$ cat config.mk
export PLATFORM = sky130hd
export DESIGN_NAME = sdt_ram
export DESIGN_NICKNAME = d
export VERILOG_FILES = /design/src/sv/sdt_ram.sv
export SDC_FILE = /design/constraint.sdc
export NUM_CORES = 1
export LEC_CHECK = 0
export ABC_AREA = 1
export BUFFER_PORTS_ARGS = -buffer_cell sky130_fd_sc_hd__buf_2
export CORE_MARGIN = 4
export CORE_UTILIZATION = 60
export DETAILED_ROUTE_END_ITERATION = 6
export GPL_ROUTABILITY_DRIVEN = 0
export PLACE_DENSITY = 0.88
export SETUP_SLACK_MARGIN = 0.3
export SLEW_MARGIN = 20
export SYNTH_ARGS = -nofsm -noshare
export SYNTH_HDL_FRONTEND = slang
export SYNTH_SLANG_ARGS = --single-unit
$ cat constraint.sdc
create_clock -name clk -period 1.1 [get_ports clk]
set_input_delay 0.055 -clock clk [delete_from_list [all_inputs] [get_ports clk]]
set_output_delay 0.055 -clock clk [all_outputs]
set_load 0.1 [all_outputs]
$ cat src/sv/sdt_ram.sv
// Generic single-write, single-read RAM with registered read data.
`timescale 1ns / 1ps
module sdt_ram #(
  parameter int W = 5,
  parameter int D = 16
) (
  input  logic                 clk,
  input  logic                 wr_en,
  input  logic [$clog2(D)-1:0] wr_addr,
  input  logic [W-1:0]         wr_data,
  input  logic                 rd_en,
  input  logic [$clog2(D)-1:0] rd_addr,
  output logic [W-1:0]         rd_data
);

  logic [W-1:0] mem [D];

  always_ff @(posedge clk) begin
    if (wr_en) begin
      mem[wr_addr] <= wr_data;
    end
    if (rd_en) begin
      rd_data <= mem[rd_addr];
    end
  end

endmodule

==> flow_metrics.py <==
metrics = {
    "global_route": {
        "grt_start_max_net_pins": 38,
        "grt_first_pass_wirelength_mm": 12.1,
        "grt_pass1_vias": 2438,
        "grt_antenna_before_repair": 0,
        "total_grt_overflow": 0,
        "grt_use_total_pct": 21.9,
    },
    "place": {
        "io_buffer_count": 20,
        "placement.setup.worst_slack_ns": -0.0766,
        "detailed_place_hpwl_mm": 4.88,
    },
    "critical_path": {
        "required_ns": 1.21,
        "ff2ff_path_depth": 6,
        "crit_path_top_delay_cell": "edfxtp_1",
        "crit_chain": "nand2_1 -> nand2_1 -> nand2_1 -> nand3_2 -> nand3_2 -> nand2_1",
        "timing.critical_path.from_type": "register",
        "cpMostUsedCell": "nand2_1",
        "critical_path.endpoint_type": "register",
        "cp_data_arrival_time_ns": 1.26,
        "crit_fanout": 1,
        "worstSetupPathType": "reg2reg",
        "cp_slowest_stage_delay_ns": 0.39,
    },
    "logic_synthesis": {
        "yosys-top-cells-area": "edfxtp_1, nand2_1, nand3_1",
        "yosys_register_bits": 85,
        "syn_nets": 371,
        "warnings_from_yosys": 0,
        "synth.largest_area_cell": "edfxtp_1",
        "yosysUniqueCellTypes": 14,
        "yosys.area.top_type_share_pct": 68.2,
        "synth-seq-area-share_pct": 68.2,
        "synthesis.area_um2": 3740,
        "synth.avg_cell_area_um2": 10.5,
        "synth_cells": 355,
    },
    "floorplanning": {
        "start_util_pct": 62.4,
        "io_pins": 21,
        "design.die.area_um2": 7560,
        "core_region_area_um2": 5990,
        "core.rowCount": 28,
        "die_h_um": 87.0,
        "die_x_um": 87.0,
    },
    "cts": {
        "clock_latency_ns": 0.35,
        "clockBufferDepth": 2,
        "cts_root_buf": "clkbuf_8",
        "htree_num_levels": 3,
        "cts_num_sinks": 85,
        "tritoncts": "built",
        "clk_pin_slew_ns": 0.08,
        "numCtsBuffers": 9,
    },
    "timing": {
        "layout_min_cycle_time_ns": 1.15,
        "worstMarginPinSlew_ns": 0.416,
        "finalClockSkew_ns": 0.00766,
        "setup_slack_ns": -0.0505,
        "post_route_clock_period_utilization_pct": 105,
        "setup_violations": 1,
        "hold_viol": 0,
        "grt_setup_unrepaired": "true",
        "slew_headroom_pct": 72.2,
        "final_max_slew_viol_count": 0,
        "fmax_mhz": 869,
    },
    "finish": {
        "fillers": 375,
        "syn_to_final_growth_pct": 17.1,
        "final_core_util_pct": 73.1,
        "n_diodes": 0,
        "final_layout_size_suffix_gt1_share_pct": 32.9,
        "nets": 400,
    },
    "flow_run": {
        "timing.max_cap.violations": 0,
    },
    "power": {
        "worst_ir_drop_vdd_mv": 1.25,
        "power.combinational.fraction_pct": 10.7,
        "switching_share_pct": 23.7,
        "leakage_nw": 1.83,
        "power_dens_cells_nw_per_um2": 1460,
        "p_clk_share_pct": 32.0,
        "p_int_mw": 4.90,
        "pwr-share-seq_pct": 57.3,
        "switchingPower_mw": 1.52,
    },
    "routing": {
        "detailed_routing_iteration_count_for_the_pre_antenna_repair_pass": 5,
        "via_count": 2537,
        "totalWireLength_mm": 7.76,
        "post_drt_wl_per_cell_um": 16.7,
        "dr.first_iter.drc_count": 208,
        "remaining_drc_errors": 0,
        "drt-vias-per-instance": 5.47,
        "drtAntennaViolNets": 0,
    },
    "run_status": {
        "violations": "negative setup slack",
        "run_status": "complete, but fails checks",
    },
    "min_path": {
        "hold-path-cell-count": 1,
        "hold_class": "in2reg",
    },
}
## registers in the layout, summed over array words and instances, names as in the netlist
register	flops
mem	80
rd_data	5
## logic make-up after synthesis
kind of cell	Yosys count	synth area share (%)
buffers and inverters	80	9.80
flip-flops	85	68.2
AND/OR/NAND/NOR	190	22.0
## final cells by class
| class | instances | area [um2] | share of cell area, % |
|---|---|---|---|
| clock buffer | 11 | 131 | 3.00 |
| clock inverter | 5 | 51.3 | 1.17 |
| inverter | 66 | 253 | 5.77 |
| multi-input combinational | 190 | 1010 | 23.0 |
| sequential | 85 | 2550 | 58.3 |
| tap | 75 | 93.8 | 2.14 |
| timing repair buffer | 32 | 293 | 6.68 |
## worst max-delay path, delay by kind of cell, from the launching register on
family        cells  cell delay [ns]
simple gates      6             0.52
flops             1             0.39
## synthesized netlist by cell type, drive strengths merged
cell,n
edfxtp,85
nand3b,2
clkbuf,1
inv,66
buf,13
nor2,17
nand3,61
nand2,110
## per-layer routing
layer  vias to the layer above  wire (um)  track usage, %
li1                       1202          -               -
met1                      1169       3060            29.0
met2                       144       3750            34.1
met3                        22        718            4.92
met4                         0        227            11.5
met5                         -          0               0
## stage by stage
stage	power, mW	cell area (um2)	setup TNS [ns]	instances	hold WS [ns]
6_report	6.42	4380	-0.0505	464	0.107
5_1_grt	6.67	4380	-0.153	464	0.108
4_1_cts	6.39	4290	0	464	0.0972
3_5_place_dp	4.38	4070	-0.381	447	0.357
3_3_place_gp	4.36	4070	-0.161	447	0.351
2_1_floorplan	4.15	3820	0	355	0.154
## layout by cell type (no fill, tap or decap), types with 4 or more instances in the layout
cell	count
nor2_1	4
buf_4	9
nor2_2	9
inv_2	31
edfxtp_1	85
nand2_2	15
nand3_2	24
buf_12	7
nand2_1	95
inv_1	34
nand3_1	37
nor2_4	4
clkbuf_8	9
buf_2	15
## power by group through the flow
stage	Clock, mW	Combinational, mW	Sequential (mW)
after floorplan	0	0.298	3.85
after global placement	0	0.612	3.74
after detailed placement	0	0.627	3.75
after CTS	2.08	0.643	3.68
after global routing	2.25	0.736	3.68
final	2.06	0.687	3.68
## worst paths after layout
| check | start | endpoint | slack, ns |
|---|---|---|---|
| worst max-delay path | mem[10][3]$_DFFE_PP_ | rd_data[3]$_DFFE_PP_ | -0.05 |
| worst min-delay path | wr_data[2] | mem[7][2]$_DFFE_PP_ | 0.11 |
| worst max register to register | mem[10][3]$_DFFE_PP_ | rd_data[3]$_DFFE_PP_ | -0.05 |
| worst min register to register | mem[2][1]$_DFFE_PP_ | rd_data[1]$_DFFE_PP_ | 0.76 |
## repair_timing
action | 4_1_cts | 5_1_grt
pin swaps | 9 | 20
setup endpoints to repair | 10 | 10
gates resized for setup | 6 | 22
hold buffers | 1 | 0
endpoints found under the hold margin | 5 | 0
buffers inserted | 0 | 0
Note: power is estimated with default switching activity, not from simulation.
