## src/sv/sdt_pkg.sv

```systemverilog
// Shared types, flag bits, mode codes and a saturating increment helper for the shadow tile demand table.
`timescale 1ns / 1ps
package sdt_pkg;

  localparam int CNT_W   = 13;
  localparam int COORD_W = 20;

  localparam logic [4:0] F_USED   = 5'd1;
  localparam logic [4:0] F_DIRECT = 5'd2;
  localparam logic [4:0] F_UPDATE = 5'd4;
  localparam logic [4:0] F_COARSE = 5'd8;
  localparam logic [4:0] F_MASKED = 5'd16;

  localparam logic [3:0] M_ORIGIN   = 4'd0;
  localparam logic [3:0] M_USED     = 4'd1;
  localparam logic [3:0] M_UPDATE   = 4'd2;
  localparam logic [3:0] M_RENDERED = 4'd3;
  localparam logic [3:0] M_RESET    = 4'd4;
  localparam logic [3:0] M_PROP     = 4'd5;
  localparam logic [3:0] M_MASK     = 4'd6;
  localparam logic [3:0] M_QUERY    = 4'd7;
  localparam logic [3:0] M_TALLY    = 4'd8;

  localparam logic [2:0] LEVEL_COUNT_RESET = 3'd6;

  typedef struct packed {
    logic [3:0]         mode;
    logic [2:0]         level;
    logic signed [15:0] tile_x;
    logic signed [15:0] tile_y;
  } in_item_t;

  typedef struct packed {
    logic [4:0]       tile_flags;
    logic             in_window;
    logic             requests_page;
    logic             needs_render;
    logic [CNT_W-1:0] newly_masked;
    logic [CNT_W-1:0] used_total;
    logic [CNT_W-1:0] update_total;
    logic [CNT_W-1:0] direct_total;
    logic [CNT_W-1:0] inherited_total;
    logic [CNT_W-1:0] masked_total;
    logic [CNT_W-1:0] render_total;
  } out_item_t;

  function automatic logic [CNT_W-1:0] sat_inc(input logic [CNT_W-1:0] c);
    sat_inc = (c == {CNT_W{1'b1}}) ? c : c + CNT_W'(1);
  endfunction

endpackage

```

## src/sv/sdt_addr.sv

```systemverilog
// Shared tile locator: window offset, bounds check and row-major entry index.
`timescale 1ns / 1ps
module sdt_addr import sdt_pkg::*; #(
  parameter int RES = 32,
  parameter int LVW = 3,
  parameter int IW = 13
) (
  input  logic [LVW-1:0]            lvl,
  input  logic [LVW-1:0]            nact,
  input  logic signed [COORD_W-1:0] cx,
  input  logic signed [COORD_W-1:0] cy,
  input  logic signed [15:0]        ox,
  input  logic signed [15:0]        oy,
  output logic                      hit,
  output logic [IW-1:0]             idx
);

  localparam int LS = RES * RES;
  localparam logic signed [COORD_W-1:0] RES_S = COORD_W'(RES);

  logic signed [COORD_W-1:0] wx;
  logic signed [COORD_W-1:0] wy;

  assign wx = cx + $signed({{(COORD_W-16){ox[15]}}, ox});
  assign wy = cy + $signed({{(COORD_W-16){oy[15]}}, oy});

  assign hit = (lvl < nact) && (wx >= 0) && (wx < RES_S) && (wy >= 0) && (wy < RES_S);
  assign idx = IW'(lvl) * IW'(LS) + IW'(wy) * IW'(RES) + IW'(wx);

endmodule

```

## config.mk

```make
export PLATFORM = sky130hd
export DESIGN_NAME = sdt_addr
export DESIGN_NICKNAME = d
export VERILOG_FILES = /design/src/sv/sdt_pkg.sv /design/src/sv/sdt_addr.sv
export SDC_FILE = /design/constraint.sdc
export NUM_CORES = 1
export LEC_CHECK = 0
export ABC_AREA = 1
export BUFFER_PORTS_ARGS = -buffer_cell sky130_fd_sc_hd__buf_2
export CAP_MARGIN = 25
export CORE_ASPECT_RATIO = 0.7
export CORE_MARGIN = 1.5
export CORE_UTILIZATION = 55
export DETAILED_ROUTE_END_ITERATION = 6
export PLACE_DENSITY = 0.85
export SLEW_MARGIN = 30
export SYNTH_ARGS = -nofsm -noshare
export SYNTH_HDL_FRONTEND = slang
export SYNTH_SLANG_ARGS = --single-unit
```

## constraint.sdc

```tcl
create_clock -name vclk -period 3.89
set_clock_uncertainty 0.2 [all_clocks]
set_input_delay 0.1945 -clock vclk [all_inputs]
set_output_delay 0.1945 -clock vclk [all_outputs]
set_load 0.02 [all_outputs]
```

==> key figures, run 1 <==
Cells and area
  • Syn-to-layout area delta: 19.8%
  • NumNets Final: between 700 and 800
  • Cell area after layout: about 0.0035 mm^2
  • Post-Layout Cell Count: 702
  • FF+latch area: 0 um^2
  • Share of layout cells above drive strength 1: 17.8%
  • Number of sequential cells: 0
  • Clk_buf instances: 0
  • ANT cells: 0
  • Layout fillers: 503

Power
  • Leakage power: 2.13 nW
  • Worst IR Drop VDD: 153 uV
  • Total power: slightly below 0.9 mW
  • Power per cell area: 250 mW/mm^2

Global route
  • Pin count of the biggest net entering global routing: 7
  • First-pass GRT wire length: 13.8 mm
  • Vias in the first global route: roughly 3200
  • Initial antenna violation count: 0
  • Grt ovf: 0
  • Tot GR Track Use: 28.3%

Placement
  • IO Port Bufs: 92
  • Placed cells: ~700
  • GPL Wtd Cong: approximately 0.94
  • Post-DP HPWL: 7.29 mm
  • Placed Area: 0.00348 mm^2

Run
  • MaxCap Viol Count: 0

Setup path
  • Setup CP Type: input port to output pin
  • CP endpoint kind: output pin
  • Worst setup path start: cx[2]
  • Critical path fanouts, max: 6
  • Element type at the critical path start: input port
  • CP required: approximately 3.5 ns
  • CP arrival: 3.29 ns

Hold path
  • HP Class: input port to output pin
  • Hold_sp: ox[0]

Detailed routing
  • Vias/cell: 5.18
  • DR vias: 3639
  • WL final: 8.18 mm
  • Post-route ant nets: 0
  • Pre-antenna DRT Iters: 5
  • DRC Markers: 0
  • Routed length per instance: 11.6 um
  • DRT iter0 DRCs: 250

Logic synthesis
  • Mean Syn Cell Area: 5.45 um^2
  • Post-Synthesis Cells: 538
  • Top cells by area, synth: nand2_1, ha_1, inv_1
  • Synthesized area: 0.00293 mm^2
  • Post-synthesis cell type count: 30
  • Synth area leader: nand2_1
  • Sequential share of the synthesized area: 0%
  • Synth top area share: about 22%
  • YS warnings: 0
  • Synthesized Nets: 671

STA
  • Slew @ Worst Pin: 0.448 ns
  • Min cycle time layout: 3.68 ns
  • Final setup vio count: 0
  • Hold Vio Cnt, Final: 0
  • RSZ-0062 raised after global routing: false
  • Max Slew Vio Count: 0
  • Setup Total Neg Slack: 0 ns
  • Fmax: 271 MHz
  • Slew margin rel.: 70.1%
  • Post-route clock period utilization: 94.7%

Floorplan
  • Die Y: between 60 and 70 um
  • Die width: 90.3 um
  • Row count: 22
  • Core area: around 0.0052 mm^2
  • Ports: 92
  • Initial core utilization: 56.6%
  • Die Footprint: a little under 0.006 mm^2

Outcome
  • Status: finished clean

CTS
  • Hold Buf Count CTS: 0
[cell families after synthesis]
group | Yosys count | synth area share (%)
simple gates | 310 | 44.9
buf+inv | 91 | 11.7
compound gates | 59 | 11.3
fa+ha+maj | 55 | 24.8
xor+xnor | 23 | 7.38
[cells in the final DEF, fill, tap and decap left out, drive strengths merged]
master  instances
nand2         178
buf            92
inv            90
nor2           61
ha             50
nand3          47
a21oi          38
xor2           13
nand4          10
xnor2          10
o21ai           9
o21bai          7
nor3            5
fa              5
nand3b          4
and2            4
or2             1
clkinv          1
a31oi           1
o21a            1
o31ai           1
a21boi          1
o211ai          1
[timing repair]
action	CTS	global route
setup endpoints to repair	0	2
setup buffers	0	0
endpoints found under the hold margin	0	0
resized for setup	0	6
[final cells by class]
type / instances / area, um^2 / area share (%)
well taps: 72 / 90.1 / 2.57
inverters: 91 / 342 / 9.73
repair buffers: 92 / 463 / 13.2
multi-input cells: 447 / 2620 / 74.5
[cell usage after synthesis (all sizes together)]
cell type    n
and2         4
ha          50
o21a         1
nor2        61
nand3       47
inv         90
a21boi       1
xnor2       10
nand2      178
o211ai       1
fa           5
o21ai        9
xor2        13
nor3         5
a21oi       38
nand3b       4
clkinv       1
o21bai       7
nand4       10
o31ai        1
a31oi        1
or2          1
[power breakdown]
group | internal (mW) | switching, mW
combinational | 0.339 | 0.538
clock | 0 | 0
sequential | 0 | 0
[metrics by stage]
step / hold WS, ns / util [%] / setup slack, ns
4_1_cts: 0.528 / 67.3 / 0.142
2_1_floorplan: 0.389 / - / 0.395
6_report: 0.522 / 67.8 / 0.205
5_1_grt: 0.540 / 67.8 / 0.00763
3_3_place_gp: 0.514 / 67.3 / 0.209
3_5_place_dp: 0.526 / 67.3 / 0.145
[critical path: stages]
cell and delay [ns]:
buf_2 0.10, ha_1 0.37, or2_1 0.26, and2_4 0.18, nand2_2 0.06, nand2_2 0.07
xnor2_2 0.14, inv_1 0.07, ha_1 0.34, fa_2 0.41, nand3_1 0.07, nand2_1 0.09
nand2_1 0.07, nand2_1 0.07, a21oi_2 0.15, xnor2_1 0.15, xnor2_1 0.15, xor2_1 0.18
buf_4 0.16
[routing by layer]
metal  part of all wire [%]  vias to the layer above  global-route usage [%]
met3                    9.2                        4                    2.62
met1                     51                     1563                    43.6
li1                       -                     1908                       -
met5                      0                        -                       0
met4                   0.35                        0                    1.59
met2                     39                      164                    44.1
[worst paths after layout]
| kind | cells after the start | to | slack [ns] |
|---|---|---|---|
| hold / removal | 3 | idx[0] | 0.52 |
| setup / recovery | 19 | idx[12] | 0.21 |
Note: power is estimated with default switching activity, not from simulation.
==> run 2, diff against run 1 <==
Settings changed: CORE_UTILIZATION 55 to 50, PLACE_DENSITY 0.85 to 0.82.
Clock period 3.89 ns to 3.1 ns, I/O delays scaled along.
==> key figures, run 2 (synthesis gave the netlist of run 1 again) <==
Cells and area
  • Number of sequential cells: 0 (unchanged)
  • Clk_buf instances: 0 (unchanged)
  • Final core utilization: 78.0% (+10 points)
  • Share of layout cells above drive strength 1: 32.9% (+15 points)
  • Cell area after layout: 0.00444 mm^2 (+27%)
  • Most frequent cells in the layout: nand2_1, inv_1, buf_2, buf_4, nor2_1
  • Commonest non-fill, non-tap cell in the layout: nand2_1
  • FF+latch area: 0 um^2 (unchanged)
  • NumNets Final: 830 (+8.5%)
  • Syn-to-layout area delta: 51.5%
  • Post-Layout Cell Count: 770 (+9.7%)
  • ANT cells: 0 (unchanged)

Power
  • Power per cell area: 380 mW/mm^2 (+52%)
  • Logic pwr share: 100.0% (about the same)
  • Leakage power: 2.51 nW (+18%)
  • Sw Share: 53.4% (-8.0 points)
  • Clock power frac: 0% (unchanged)
  • Sequential Power Share: 0% (unchanged)
  • Total power: 1.69 mW (+93%)
  • Internal power: 0.787 mW (+130%)
  • Worst IR Drop VDD: 326 uV (+110%)
  • P_sw: 0.902 mW (+68%)

Setup path
  • CP required: 2.74 ns (-0.76 ns)
  • Critical path fanouts, max: 3 (-3)
  • Worst setup path start: ox[0]
  • CP arrival: 3.10 ns (-0.19 ns)
  • Element type at the critical path start: input port
  • CP endpoint kind: output pin
  • Setup CP Type: input port to output pin

Placement
  • GPL Wtd Cong: 0.982 (+4.2%)
  • Pre-CTS WS: -0.444 ns (-0.589 ns)
  • IO Port Bufs: 92 (unchanged)
  • Placed cells: 762 (+8.5%)
  • Placed Area: 0.00398 mm^2 (+14%)
  • Post-DP HPWL: 8.25 mm (+13%)

Run
  • MaxCap Viol Count: 0 (unchanged)

Floorplan
  • Die Y: 67.1 um (+4.7%)
  • Die Footprint: 0.00634 mm^2 (+9.6%)
  • Ports: 92 (unchanged)
  • Die width: 94.5 um (+4.7%)
  • Core area: 0.00570 mm^2 (+10%)
  • Row count: 23 (+4.5%)
  • Initial core utilization: 51.4% (-5.2 points)

Detailed routing
  • Routed length per instance: 14.1 um (+21%)
  • DR vias: 4169 (+15%)
  • Vias/cell: 5.41 (+4.4%)
  • DRC Markers: 0 (unchanged)
  • DRT iter0 DRCs: 384 (+54%)
  • Post-route ant nets: 0 (unchanged)
  • Pre-antenna DRT Iters: 5 (unchanged)
  • WL final: 10.8 mm (+33%)

STA
  • Hold WS: 0.437 ns (-0.0854 ns)
  • Post-route clock period utilization: 111%
  • Max Slew Vio Count: 0 (unchanged)
  • Final setup vio count: 4 (+4)
  • RSZ-0062 raised after global routing: true
  • Slew margin rel.: 70.7% (+0.54 points)
  • Setup ws final: -0.351 ns (-0.557 ns)
  • Slew @ Worst Pin: 0.440 ns (-0.00806 ns)
  • Min cycle time layout: 3.45 ns
  • Fmax: 290 MHz
  • Setup Total Neg Slack: -0.705 ns (-0.705 ns)
  • Hold Vio Cnt, Final: 0 (unchanged)

Outcome
  • Status: complete, but fails checks
  • Failing checks: setup timing

Hold path
  • HP Class: input port to output pin
  • Hold_sp: cx[0]

Global route
  • Tot GR Track Use: 33.9% (+5.6 points)
  • Grt ovf: 0 (unchanged)
  • First-pass GRT wire length: 17.2 mm (+25%)
  • Pin count of the biggest net entering global routing: 7 (unchanged)
  • Vias in the first global route: 3914 (+24%)
  • Initial antenna violation count: 0 (unchanged)

CTS
  • Hold Buf Count CTS: 0 (unchanged)
## run 2: worst paths after layout
check	to	slack [ns]	cells past startpoint
setup / recovery	idx[12]	-0.35	21
hold / removal	idx[0]	0.44	3
## run 2: repair_timing
item / 4_1_cts / 5_1_grt
setup endpoints to repair: 4 / 4
gates resized for setup: 53 / 15
cloned: 0 / 0
buffers inserted: 10 / 0
pin swaps: 31 / 6
endpoints found under the hold margin: 0 / 0
## run 2: per-layer routing
| layer | global-route usage, % | wire length (um) | vias to the layer above |
|---|---|---|---|
| met5 | 0 | 0 | - |
| met4 | 8.58 | 350 | 0 |
| met3 | 2.05 | 1070 | 41 |
| met2 | 60.3 | 4920 | 266 |
| met1 | 44.5 | 4500 | 1826 |
| li1 | - | - | 2036 |
## run 2: final cells by class
cell class	instances	area [um^2]
fillers	418	1260
inverters	91	342
multi-input cells	447	2990
well taps	75	93.8
repair buffers	157	1010
## run 2: critical path, stage by stage
cell and delay, ns:
buf_6 0.08, ha_4 0.13, inv_2 0.03, fa_2 0.34, inv_2 0.08, nand2_2 0.06, nand3_2 0.11, nand2_2 0.07
nand2_1 0.07, nand2_1 0.07, and2_4 0.14, fa_1 0.53, inv_2 0.05, ha_4 0.26, nand2_2 0.05, nand2_2 0.08
a21oi_4 0.06, xnor2_2 0.16, xnor2_2 0.22, xor2_2 0.21, buf_6 0.14
## run 2: power by group through the flow
stage	clock network (mW)	logic, mW	registers (mW)
after global placement	0	1.23	0
after detailed placement	0	1.28	0
after global routing	0	1.79	0
after floorplan	0	0.809	0
after CTS	0	1.51	0
final	0	1.69	0
